File: config.mk
export PLATFORM = sky130hd
export DESIGN_NAME = three_wire_serial_responder
export DESIGN_NICKNAME = d
export VERILOG_FILES = /design/src/rtl/trs_pkg.sv /design/src/rtl/trs_store.sv /design/src/rtl/trs_seq.sv /design/src/rtl/three_wire_serial_responder.sv
export SDC_FILE = /design/constraint.sdc
export NUM_CORES = 2
export LEC_CHECK = 0
export ABC_AREA = 1
export BUFFER_PORTS_ARGS = -buffer_cell sky130_fd_sc_hd__buf_2
export CAP_MARGIN = 20
export CORE_MARGIN = 2
export CORE_UTILIZATION = 35
export CTS_CLUSTER_DIAMETER = 200
export DETAILED_ROUTE_END_ITERATION = 12
export SYNTH_ARGS = -nofsm -noshare
export SYNTH_HDL_FRONTEND = slang
export SYNTH_SLANG_ARGS = --single-unit
File: constraint.sdc
create_clock -name clk -period 17.1 [get_ports clk]
set_clock_uncertainty 0.1 [all_clocks]
set_input_delay 3.42 -clock clk [delete_from_list [all_inputs] [get_ports clk]]
set_output_delay 3.42 -clock clk [all_outputs]
set_load 0.02 [all_outputs]
File: src/rtl/trs_pkg.sv
// Shared types and constants for the three-wire serial responder.
// Holds the input word, result word and configuration layouts and the command codes.
// No dependencies.
package trs_pkg;

	localparam int unsigned STORE_DEPTH_DEF = 256;
	localparam int unsigned CFG_W           = 16;
	localparam int unsigned CNT_W           = 17;

	localparam logic [7:0] CODE_RECEIVE = 8'h01;
	localparam logic [7:0] CODE_SEND    = 8'h02;

	localparam logic [CFG_W-1:0] CLOCK_HALF_RST = 16'd10;
	localparam logic [CFG_W-1:0] BYTE_GAP_RST   = 16'd50;
	localparam logic [CFG_W-1:0] SETUP_WAIT_RST = 16'd1000;

	typedef enum logic [1:0] {
		CFG_CLOCK_HALF = 2'd0,
		CFG_BYTE_GAP   = 2'd1,
		CFG_SETUP_WAIT = 2'd2
	} cfg_idx_t;

	typedef struct packed {
		logic [CFG_W-1:0] clock_half;
		logic [CFG_W-1:0] byte_gap;
		logic [CFG_W-1:0] setup_wait;
	} cfg_t;

	typedef struct packed {
		logic       func;
		logic       select_level;
		logic       line_level;
		logic [7:0] store_index;
		logic [7:0] store_data;
	} item_t;

	typedef struct packed {
		logic        clock_level;
		logic        drive_enable;
		logic        drive_level;
		logic        rx_valid;
		logic [7:0]  rx_byte;
		logic [15:0] byte_position;
		logic        cmd_valid;
		logic [7:0]  cmd_code;
		logic [15:0] cmd_length;
		logic        transfer_done;
		logic        overrun;
	} result_t;

endpackage

File: src/rtl/trs_store.sv
// Transmit store: one write port, one read port with registered read data.
// Depends on nothing but its parameters.
module trs_store #(
	parameter int unsigned STORE_DEPTH = 256,
	parameter int unsigned AW          = 8
) (
	input  logic          clk,
	input  logic          wr_en,
	input  logic [AW-1:0] wr_addr,
	input  logic [7:0]    wr_data,
	input  logic          rd_en,
	input  logic [AW-1:0] rd_addr,
	output logic [7:0]    rd_data
);

	logic [7:0] mem [STORE_DEPTH];
	logic [7:0] rd_q;

	always_ff @(posedge clk) begin
		if (wr_en) begin
			mem[wr_addr] <= wr_data;
		end
		if (rd_en) begin
			rd_q <= mem[rd_addr];
		end
	end

	assign rd_data = rd_q;

endmodule

File: src/rtl/trs_seq.sv
// Line sequencer: phase, counters, shift register and held header.
// Computes one result word per input word; uses trs_pkg and the trs_store read data.
module trs_seq #(
	parameter int unsigned STORE_DEPTH = trs_pkg::STORE_DEPTH_DEF,
	parameter int unsigned AW          = 8
) (
	input  logic             clk,
	input  logic             arst_n,
	input  trs_pkg::cfg_t    cfg,
	input  trs_pkg::item_t   item,
	input  logic             advance,
	input  logic [7:0]       rd_data,
	output logic             wr_en,
	output logic [AW-1:0]    wr_addr,
	output logic [7:0]       wr_data,
	output logic             rd_en,
	output logic [AW-1:0]    rd_addr,
	output trs_pkg::result_t res
);
	import trs_pkg::*;

	typedef enum logic [3:0] {
		P_IDLE  = 4'd0,
		P_HLOW  = 4'd1,
		P_HHIGH = 4'd2,
		P_HGAP  = 4'd3,
		P_SETUP = 4'd4,
		P_RLOW  = 4'd5,
		P_RHIGH = 4'd6,
		P_RGAP  = 4'd7,
		P_TPRE  = 4'd8,
		P_TLOW  = 4'd9,
		P_THIGH = 4'd10,
		P_TGAP  = 4'd11,
		P_DESEL = 4'd12,
		P_FINAL = 4'd13
	} phase_t;

	localparam logic [CNT_W-1:0] DEPTH_C = CNT_W'(STORE_DEPTH);

	phase_t            phase_q, phase_n;
	logic [15:0]       wait_q, wait_n;
	logic [2:0]        bit_q, bit_n;
	logic [CNT_W-1:0]  byte_q, byte_n;
	logic [7:0]        shift_q, shift_n;
	logic              src_mem_q, src_mem_n;
	logic [7:0]        code_q, code_n;
	logic [15:0]       len_q, len_n;

	logic [15:0]       half;
	logic [15:0]       wait_inc;
	logic              hit_half;
	logic [7:0]        shift_eff;
	logic              want_hnext, want_setup, want_data, want_tx, want_rxnext, want_txnext;
	logic [CNT_W-1:0]  store_idx_ext;

	assign half          = (cfg.clock_half == '0) ? 16'd1 : cfg.clock_half;
	assign wait_inc      = wait_q + 16'd1;
	assign hit_half      = wait_inc >= half;
	assign shift_eff     = src_mem_q ? rd_data : shift_q;
	assign store_idx_ext = CNT_W'(item.store_index);

	assign wr_en   = advance && item.func && (store_idx_ext < DEPTH_C);
	assign wr_addr = store_idx_ext[AW-1:0];
	assign wr_data = item.store_data;
	assign rd_addr = byte_n[AW-1:0];

	always_comb begin
		phase_n     = phase_q;
		wait_n      = wait_q;
		bit_n       = bit_q;
		byte_n      = byte_q;
		shift_n     = shift_q;
		src_mem_n   = src_mem_q;
		code_n      = code_q;
		len_n       = len_q;
		rd_en       = 1'b0;
		want_hnext  = 1'b0;
		want_setup  = 1'b0;
		want_data   = 1'b0;
		want_tx     = 1'b0;
		want_rxnext = 1'b0;
		want_txnext = 1'b0;
		res         = '0;

		res.clock_level = (phase_q == P_HHIGH) || (phase_q == P_RHIGH) ||
			(phase_q == P_THIGH) || (phase_q == P_FINAL);
		if ((phase_q == P_TLOW) || (phase_q == P_THIGH) || (phase_q == P_TGAP)) begin
			res.drive_enable  = 1'b1;
			res.drive_level   = (phase_q == P_TGAP) ? shift_eff[0] : shift_eff[3'd7 - bit_q];
			res.byte_position = byte_q[15:0];
			res.overrun       = byte_q >= DEPTH_C;
		end

		if (!item.func) begin
			unique case (phase_q)
				P_IDLE: begin
					if (!item.select_level) begin
						byte_n    = '0;
						bit_n     = '0;
						shift_n   = '0;
						src_mem_n = 1'b0;
						phase_n   = P_HLOW;
						wait_n    = '0;
					end
				end
				P_HLOW, P_RLOW, P_TLOW: begin
					wait_n = wait_inc;
					if (hit_half) begin
						wait_n = '0;
						unique case (phase_q)
							P_HLOW:  phase_n = P_HHIGH;
							P_RLOW:  phase_n = P_RHIGH;
							default: phase_n = P_THIGH;
						endcase
					end
				end
				P_HHIGH, P_RHIGH: begin
					if (wait_q == '0) begin
						shift_n   = {shift_eff[6:0], item.line_level};
						src_mem_n = 1'b0;
					end
					wait_n = wait_inc;
					if (hit_half) begin
						wait_n = '0;
						if (bit_q < 3'd7) begin
							bit_n   = bit_q + 3'd1;
							phase_n = (phase_q == P_HHIGH) ? P_HLOW : P_RLOW;
						end else begin
							bit_n = '0;
							if (phase_q == P_HHIGH) begin
								if (byte_q == CNT_W'(0)) begin
									code_n = shift_n;
								end else if (byte_q == CNT_W'(1)) begin
									len_n = {shift_n, 8'h00};
								end else begin
									len_n          = {len_q[15:8], shift_n};
									res.cmd_valid  = 1'b1;
									res.cmd_code   = code_q;
									res.cmd_length = len_n;
								end
								byte_n = byte_q + CNT_W'(1);
								if (cfg.byte_gap == '0) begin
									want_hnext = 1'b1;
								end else begin
									phase_n = P_HGAP;
								end
							end else begin
								res.rx_valid      = 1'b1;
								res.rx_byte       = shift_n;
								res.byte_position = byte_q[15:0];
								byte_n            = byte_q + CNT_W'(1);
								if (cfg.byte_gap == '0) begin
									want_rxnext = 1'b1;
								end else begin
									phase_n = P_RGAP;
								end
							end
						end
					end
				end
				P_THIGH: begin
					wait_n = wait_inc;
					if (hit_half) begin
						wait_n = '0;
						if (bit_q < 3'd7) begin
							bit_n   = bit_q + 3'd1;
							phase_n = P_TLOW;
						end else begin
							bit_n = '0;
							if (cfg.byte_gap == '0) begin
								want_txnext = 1'b1;
							end else begin
								phase_n = P_TGAP;
							end
						end
					end
				end
				P_HGAP, P_RGAP, P_TGAP, P_TPRE: begin
					wait_n = wait_inc;
					if (wait_inc >= cfg.byte_gap) begin
						unique case (phase_q)
							P_HGAP:  want_hnext  = 1'b1;
							P_RGAP:  want_rxnext = 1'b1;
							P_TGAP:  want_txnext = 1'b1;
							default: want_tx     = 1'b1;
						endcase
					end
				end
				P_SETUP: begin
					wait_n = wait_inc;
					if (wait_inc >= cfg.setup_wait) begin
						want_data = 1'b1;
					end
				end
				P_DESEL: begin
					if (item.select_level) begin
						phase_n = P_FINAL;
						wait_n  = '0;
					end
				end
				P_FINAL: begin
					wait_n = wait_inc;
					if (hit_half) begin
						res.transfer_done = 1'b1;
						phase_n           = P_IDLE;
						wait_n            = '0;
					end
				end
				default: begin
					phase_n = P_IDLE;
					wait_n  = '0;
				end
			endcase

			if (want_hnext) begin
				if (byte_n < CNT_W'(3)) begin
					phase_n = P_HLOW;
					wait_n  = '0;
				end else begin
					want_setup = 1'b1;
				end
			end
			if (want_setup) begin
				if (cfg.setup_wait == '0) begin
					want_data = 1'b1;
				end else begin
					phase_n = P_SETUP;
					wait_n  = '0;
				end
			end
			if (want_data) begin
				byte_n = '0;
				bit_n  = '0;
				wait_n = '0;
				if (code_n == CODE_RECEIVE) begin
					phase_n = (len_n == '0) ? P_DESEL : P_RLOW;
				end else if (code_n == CODE_SEND) begin
					if (cfg.byte_gap == '0) begin
						want_tx = 1'b1;
					end else begin
						phase_n = P_TPRE;
					end
				end else begin
					phase_n = P_DESEL;
				end
			end
			if (want_rxnext) begin
				phase_n = (byte_n >= CNT_W'(len_n)) ? P_DESEL : P_RLOW;
				wait_n  = '0;
			end
			if (want_txnext) begin
				byte_n = {1'b0, byte_q[15:0] + 16'd1};
				if (byte_n == '0) begin
					phase_n = P_DESEL;
					wait_n  = '0;
				end else begin
					want_tx = 1'b1;
				end
			end
			if (want_tx) begin
				wait_n = '0;
				if (byte_n >= CNT_W'(len_n)) begin
					phase_n = P_DESEL;
				end else begin
					bit_n   = '0;
					phase_n = P_TLOW;
					if (byte_n < DEPTH_C) begin
						rd_en     = advance;
						src_mem_n = 1'b1;
					end else begin
						shift_n   = '0;
						src_mem_n = 1'b0;
					end
				end
			end
		end
	end

	always_ff @(posedge clk or negedge arst_n) begin
		if (!arst_n) begin
			phase_q   <= P_IDLE;
			wait_q    <= '0;
			bit_q     <= '0;
			byte_q    <= '0;
			shift_q   <= '0;
			src_mem_q <= 1'b0;
			code_q    <= '0;
			len_q     <= '0;
		end else if (advance) begin
			phase_q   <= phase_n;
			wait_q    <= wait_n;
			bit_q     <= bit_n;
			byte_q    <= byte_n;
			shift_q   <= shift_n;
			src_mem_q <= src_mem_n;
			code_q    <= code_n;
			len_q     <= len_n;
		end
	end

endmodule

File: src/rtl/three_wire_serial_responder.sv
// Top level of the three-wire serial responder: handshakes, configuration registers,
// input and result registers. Instantiates trs_seq and trs_store; uses trs_pkg.
//
// Usage: each input word is either one timing tick (func 0) carrying the sampled
// select and data lines, or a transmit store write (func 1). Every input word yields
// exactly one result word with the clock and data line levels for that tick and the
// header, receive and completion flags.
// Channels: input and result use valid/ready; configuration is a plain write port
// (cfg_we, cfg_index, cfg_data) taken at any edge with cfg_we high; the user must
// write it only while idle; the block does not enforce it. Path: a word is held in
// the input register, processed combinationally and shown from the result register.
// Throughput: one word per cycle while out_ready stays high; the sequencer state
// and the store read register update only as a word moves into the result register.
// Reset: the sequencer returns to waiting for select low and the configuration
// registers take 10, 50 and 1000 ticks; store contents stay unknown until written.
// Stall: while out_ready is low the result word holds; the input register still
// takes one more word if it is empty, then in_ready drops until the result is taken.
module three_wire_serial_responder #(
	parameter int unsigned STORE_DEPTH = trs_pkg::STORE_DEPTH_DEF
) (
	input  logic                       clk,
	input  logic                       arst_n,
	input  logic                       cfg_we,
	input  logic [1:0]                 cfg_index,
	input  logic [trs_pkg::CFG_W-1:0]  cfg_data,
	input  logic                       in_valid,
	output logic                       in_ready,
	input  logic                       func,
	input  logic                       select_level,
	input  logic                       line_level,
	input  logic [7:0]                 store_index,
	input  logic [7:0]                 store_data,
	output logic                       out_valid,
	input  logic                       out_ready,
	output logic                       clock_level,
	output logic                       drive_enable,
	output logic                       drive_level,
	output logic                       rx_valid,
	output logic [7:0]                 rx_byte,
	output logic [15:0]                byte_position,
	output logic                       cmd_valid,
	output logic [7:0]                 cmd_code,
	output logic [15:0]                cmd_length,
	output logic                       transfer_done,
	output logic                       overrun
);
	import trs_pkg::*;

	localparam int unsigned AW = (STORE_DEPTH > 1) ? $clog2(STORE_DEPTH) : 1;

	cfg_t    cfg_q;
	item_t   item_s1;
	logic    valid_s1_q;
	result_t res_comb, res_q;
	logic    out_valid_q;
	logic    advance;

	logic          wr_en, rd_en;
	logic [AW-1:0] wr_addr, rd_addr;
	logic [7:0]    wr_data, rd_data;

	assign advance  = valid_s1_q && (!out_valid_q || out_ready);
	assign in_ready = !valid_s1_q || advance;

	always_ff @(posedge clk or negedge arst_n) begin
		if (!arst_n) begin
			cfg_q.clock_half <= CLOCK_HALF_RST;
			cfg_q.byte_gap   <= BYTE_GAP_RST;
			cfg_q.setup_wait <= SETUP_WAIT_RST;
		end else if (cfg_we) begin
			unique case (cfg_idx_t'(cfg_index))
				CFG_CLOCK_HALF: cfg_q.clock_half <= cfg_data;
				CFG_BYTE_GAP:   cfg_q.byte_gap   <= cfg_data;
				CFG_SETUP_WAIT: cfg_q.setup_wait <= cfg_data;
				default: ;
			endcase
		end
	end

	always_ff @(posedge clk or negedge arst_n) begin
		if (!arst_n) begin
			valid_s1_q  <= 1'b0;
			out_valid_q <= 1'b0;
		end else begin
			if (in_ready) begin
				valid_s1_q <= in_valid;
			end
			if (advance) begin
				out_valid_q <= 1'b1;
			end else if (out_ready) begin
				out_valid_q <= 1'b0;
			end
		end
	end

	always_ff @(posedge clk) begin
		if (in_valid && in_ready) begin
			item_s1 <= '{func: func, select_level: select_level, line_level: line_level,
				store_index: store_index, store_data: store_data};
		end
		if (advance) begin
			res_q <= res_comb;
		end
	end

	trs_seq #(
		.STORE_DEPTH (STORE_DEPTH),
		.AW          (AW)
	) u_seq (
		.clk     (clk),
		.arst_n  (arst_n),
		.cfg     (cfg_q),
		.item    (item_s1),
		.advance (advance),
		.rd_data (rd_data),
		.wr_en   (wr_en),
		.wr_addr (wr_addr),
		.wr_data (wr_data),
		.rd_en   (rd_en),
		.rd_addr (rd_addr),
		.res     (res_comb)
	);

	trs_store #(
		.STORE_DEPTH (STORE_DEPTH),
		.AW          (AW)
	) u_store (
		.clk     (clk),
		.wr_en   (wr_en),
		.wr_addr (wr_addr),
		.wr_data (wr_data),
		.rd_en   (rd_en),
		.rd_addr (rd_addr),
		.rd_data (rd_data)
	);

	assign out_valid     = out_valid_q;
	assign clock_level   = res_q.clock_level;
	assign drive_enable  = res_q.drive_enable;
	assign drive_level   = res_q.drive_level;
	assign rx_valid      = res_q.rx_valid;
	assign rx_byte       = res_q.rx_byte;
	assign byte_position = res_q.byte_position;
	assign cmd_valid     = res_q.cmd_valid;
	assign cmd_code      = res_q.cmd_code;
	assign cmd_length    = res_q.cmd_length;
	assign transfer_done = res_q.transfer_done;
	assign overrun       = res_q.overrun;

endmodule
==> results list <==
- STA classifies the critical path endpoint as a flop.
- Total core area: 0.290 sq mm
- Startpoint of the most critical hold path: cfg_q[1]
* Clock-pin transition on the worst setup and hold timing paths: 0.06 ns
- Worst stage delay on the critical path: 0.74 ns
- After floorplanning, the core was divided into 198 placement rows.
- Based on the critical path, the design can be clocked at up to 0.0986 GHz.
- The clock passes through at most 4 buffers.
- Internal power comes to 10.3 mW.
- Later-pin clock latency in the skew report: 0.92 ns
* Final hold violation count: 0
- Initial core utilization: 35.1%
- After detailed routing, the total wire length is 298,000 um.
- Along the worst path, the maximum fanout reaches 201.
- In the layout the commonest cells are nand2_1, edfxtp_1, nand3_1, inv_1, nor2_1.
- IR drop worst, VDD: 209 uV
- Number of setup violations in the final report: 0
* First-iteration detailed-routing DRC count: 8,591
- After detailed placement, the design holds a cell count of 13,600.
- Post-CTS timing repair inserted 0 buffers for setup.
* Mean number of vias per cell: 5.10
* Number of iterations in the first detailed-routing pass: 6
- Compared with the post-synthesis result, the final layout area differs by 10.7%.
- Portion of total power attributed to sequential cells: 38.1%
- The most used flip-flop cell after synthesis is edfxtp_1.
- The H-tree generated during clock tree synthesis spans 4 levels.
- Setup slack on the critical path of the routed design comes to 6.96 ns.
- The wire-length estimate of the detail-placed layout is 172,000 um.
- Data on the critical path arrives at its endpoint at 10.65 ns.
- Worst rel slew slack: 14.2%
- At the pin with the least slew margin, the transition time is 1.29 ns.
* Fin cells: 14,000
* Input/output buffers: 98
- Avg Inst Size Synth: 10.1 sq um
- The die is 544 um tall.
* Distinct cell type count after synthesis: 57
- Number of buffers added to fix hold violations after cts: 0
- In this run switching power makes up 37.5% of total power.
* Synth warnings: 0
- Power dissipated by switching net loads: 6.16 mW
- The post-route netlist has 5.92% of its cells at a drive strength greater than 1.
- Die outline area: 0.296 sq mm
* Crit Reg-Reg Startpoint: u_seq.wait_q[0]
- Counting every net in the synthesized netlist gives 10,200.
* Clock group share of total power: 29.4%
- Slowest cell on the critical path: inv_1
- DRC violations left: 0
* Clock tree from TritonCTS: done
- In this run, synthesis inferred 2,130 flip-flops with an integrated enable.
- The completed layout was analyzed and its total power is 16.4 mW.
- Sum of negative setup slack: 0 ns
- Of all flip-flops after synthesis, the portion carrying an async set or reset was 5.46%.
- Leaving out fill and tap cells, the most frequent cell in the layout is nand2_1.
- From left edge to right edge, the die measures 544 um.
- Area of all placed cells without fillers: 0.113 sq mm
- The total overflow left after global routing is 0.
- Result of the run: finished clean
* Pin count of the biggest net entering global routing: 202
- The tree is rooted in a clkbuf_16.
- Number of max-capacitance violations reported: 0
* Post-CTS sizing: 0
- Number of max-slew violations in the final report: 0
* Final worst path period need: 10.14 ns
- Post-synthesis instance area: 0.102 sq mm
- For this run, the post-layout net count is 10,100.
* Type of the setup path with the least slack: reg -> reg
- Required time at the worst-slack endpoint: 17.62 ns
* Via count of the first global-routing pass: 67,800
* Setup repair after global routing missed its margin: false
- Synthesis inferred 2,253 register bits.
* Wire length of the first global-routing pass: 442,000 um
- The tree built by TritonCTS fans out to 2,253 sinks.
- Sequential elements use 65.8% of the synthesized area.
- In this run the worst setup path begins at u_seq.wait_q[0].
- In the final routed layout, each cell accounts on average for 21.2 um.
* Final clock period utilization by the worst path: 59.3%
* Number of vias after detailed routing: 71,500
- Cell seen most often among critical-path stages: nand3_1
- Timing analysis after detailed placement gives a worst setup slack of 7.33 ns.
- The detail route stage leaves a number of antenna-violating nets equal to 0.
- Kind of path behind the tightest hold check: reg -> reg
- RePlAce Congestion: 0.883
- Dividing total power by cell area gives a power density of 146 mW/mm^2.
- Synthesis handed over a netlist of 10,100 instances.
- Startpoint type of the worst setup path: flop
* Part of the power in combinational logic: 32.5%
* Number of top-level pins: 99
- Buffers inserted during clock tree synthesis total 229.
- Once placement finished, the instance area stood at 0.106 sq mm.
- The number of antenna violations at the first check in global routing was 13.
* Leakage power total: 44.7 nW
- For this run, the total global-route usage over all layers was measured as 19.6%.
-- Yosys cell counts (3+ instances only) --
cell / number / area share, %
dfstp_2: 11 / 0.28
o21a_1: 4 / 0.029
xor2_1: 11 / 0.094
buf_2: 305 / 1.5
nor3_1: 15 / 0.074
a31oi_1: 4 / 0.025
nor2_1: 414 / 1.5
clkbuf_1: 172 / 0.63
nand2_4: 4 / 0.044
o21ai_2: 4 / 0.034
nand2_1: 2586 / 9.5
buf_4: 47 / 0.35
inv_2: 18 / 0.066
o21ai_1: 28 / 0.14
nor2_2: 5 / 0.031
nor2_4: 3 / 0.033
o22ai_1: 36 / 0.22
dfrtp_1: 112 / 2.7
a22oi_1: 7 / 0.052
edfxtp_1: 2130 / 63
buf_6: 12 / 0.13
nand4_1: 33 / 0.20
nand3_1: 1857 / 9.1
o21ai_0: 252 / 1.2
ha_1: 87 / 1.1
o211ai_1: 68 / 0.50
inv_1: 1535 / 5.7
buf_1: 20 / 0.074
nor4_1: 11 / 0.067
nand2_2: 11 / 0.067
a21oi_1: 49 / 0.24
nand3b_1: 168 / 1.2
-- cell type report --
| cell class | instances | area [sq um] |
|---|---|---|
| tap | 3900 | 4880 |
| timing repair buffer | 211 | 1570 |
| antenna | 4 | 10.0 |
| clock buffer | 303 | 6150 |
| inverter | 1556 | 5840 |
| sequential | 2253 | 67100 |
| fill | 28200 | 177000 |
| clock inverter | 111 | 892 |
| multi-input combinational | 5686 | 26500 |
-- final timing paths --
kind	endpoint	slack (ns)	depth (start not counted)
min in group asynchronous	cfg_q[23]	2.53	1
setup / recovery	u_store.rd_data[1]	6.96	33
hold reg to reg	cfg_q[1]	0.39	2
hold / removal	cfg_q[1]	0.39	2
max in group asynchronous	u_seq.len_q[7]	12.93	2
setup reg to reg	u_store.rd_data[1]	6.96	33
-- cell families after synthesis --
logic type	share of synthesized area [%]
flops	65.8
fa+ha+maj	1.07
compound gates	2.61
xor+xnor	0.103
simple gates	22.0
buf+inv	8.43
-- sequential cells by signal (all words and copies together) (netlist names), 3 cells and up --
register	cells
u_store.mem	2048
cfg_q	48
item_s1	19
u_seq.byte_q	17
byte_position	16
cmd_length	16
u_seq.len_q	16
u_seq.wait_q	16
cmd_code	8
rx_byte	8
u_seq.code_q	8
u_seq.shift_q	8
u_store.rd_data	8
u_seq.phase_q	4
u_seq.bit_q	3
-- worst max-delay path, delay by kind of cell (launching register included) --
family	cells	cell delay [ns]
flip-flops	1	0.45
adder cells (fa/ha/maj)	1	0.32
XOR/XNOR	1	0.33
AO/OA/AOI/OAI	5	1.47
buffers and inverters	5	1.80
AND/OR/NAND/NOR	21	4.72
-- power groups by stage --
stage / logic (mW) / clock network [mW] / registers [mW]
2_1_floorplan: 3.51 / 0 / 6.44
3_3_place_gp: 5.24 / 0 / 6.38
3_5_place_dp: 5.27 / 0 / 6.38
4_1_cts: 5.29 / 4.90 / 6.27
5_1_grt: 5.82 / 5.10 / 6.28
6_report: 5.34 / 4.84 / 6.27
-- through the flow --
stage               utilization [%]  hold slack, ns
global placement               36.4           0.367
detailed placement             36.4           0.373
CTS                            38.9           0.388
finish                         38.9           0.386
floorplan                         -           0.353
global route                   38.9           0.401
-- layer usage --
metal | global-route usage (%) | part of all wire, % | vias up
met3 | 2.82 | 7.9 | 531
met1 | 27.2 | 42 | 34700
met2 | 31.2 | 46 | 3077
met5 | 0 | 0.0057 | -
met4 | 7.44 | 3.9 | 2
li1 | - | - | 33200
Note: power is estimated with default switching activity, not from simulation.
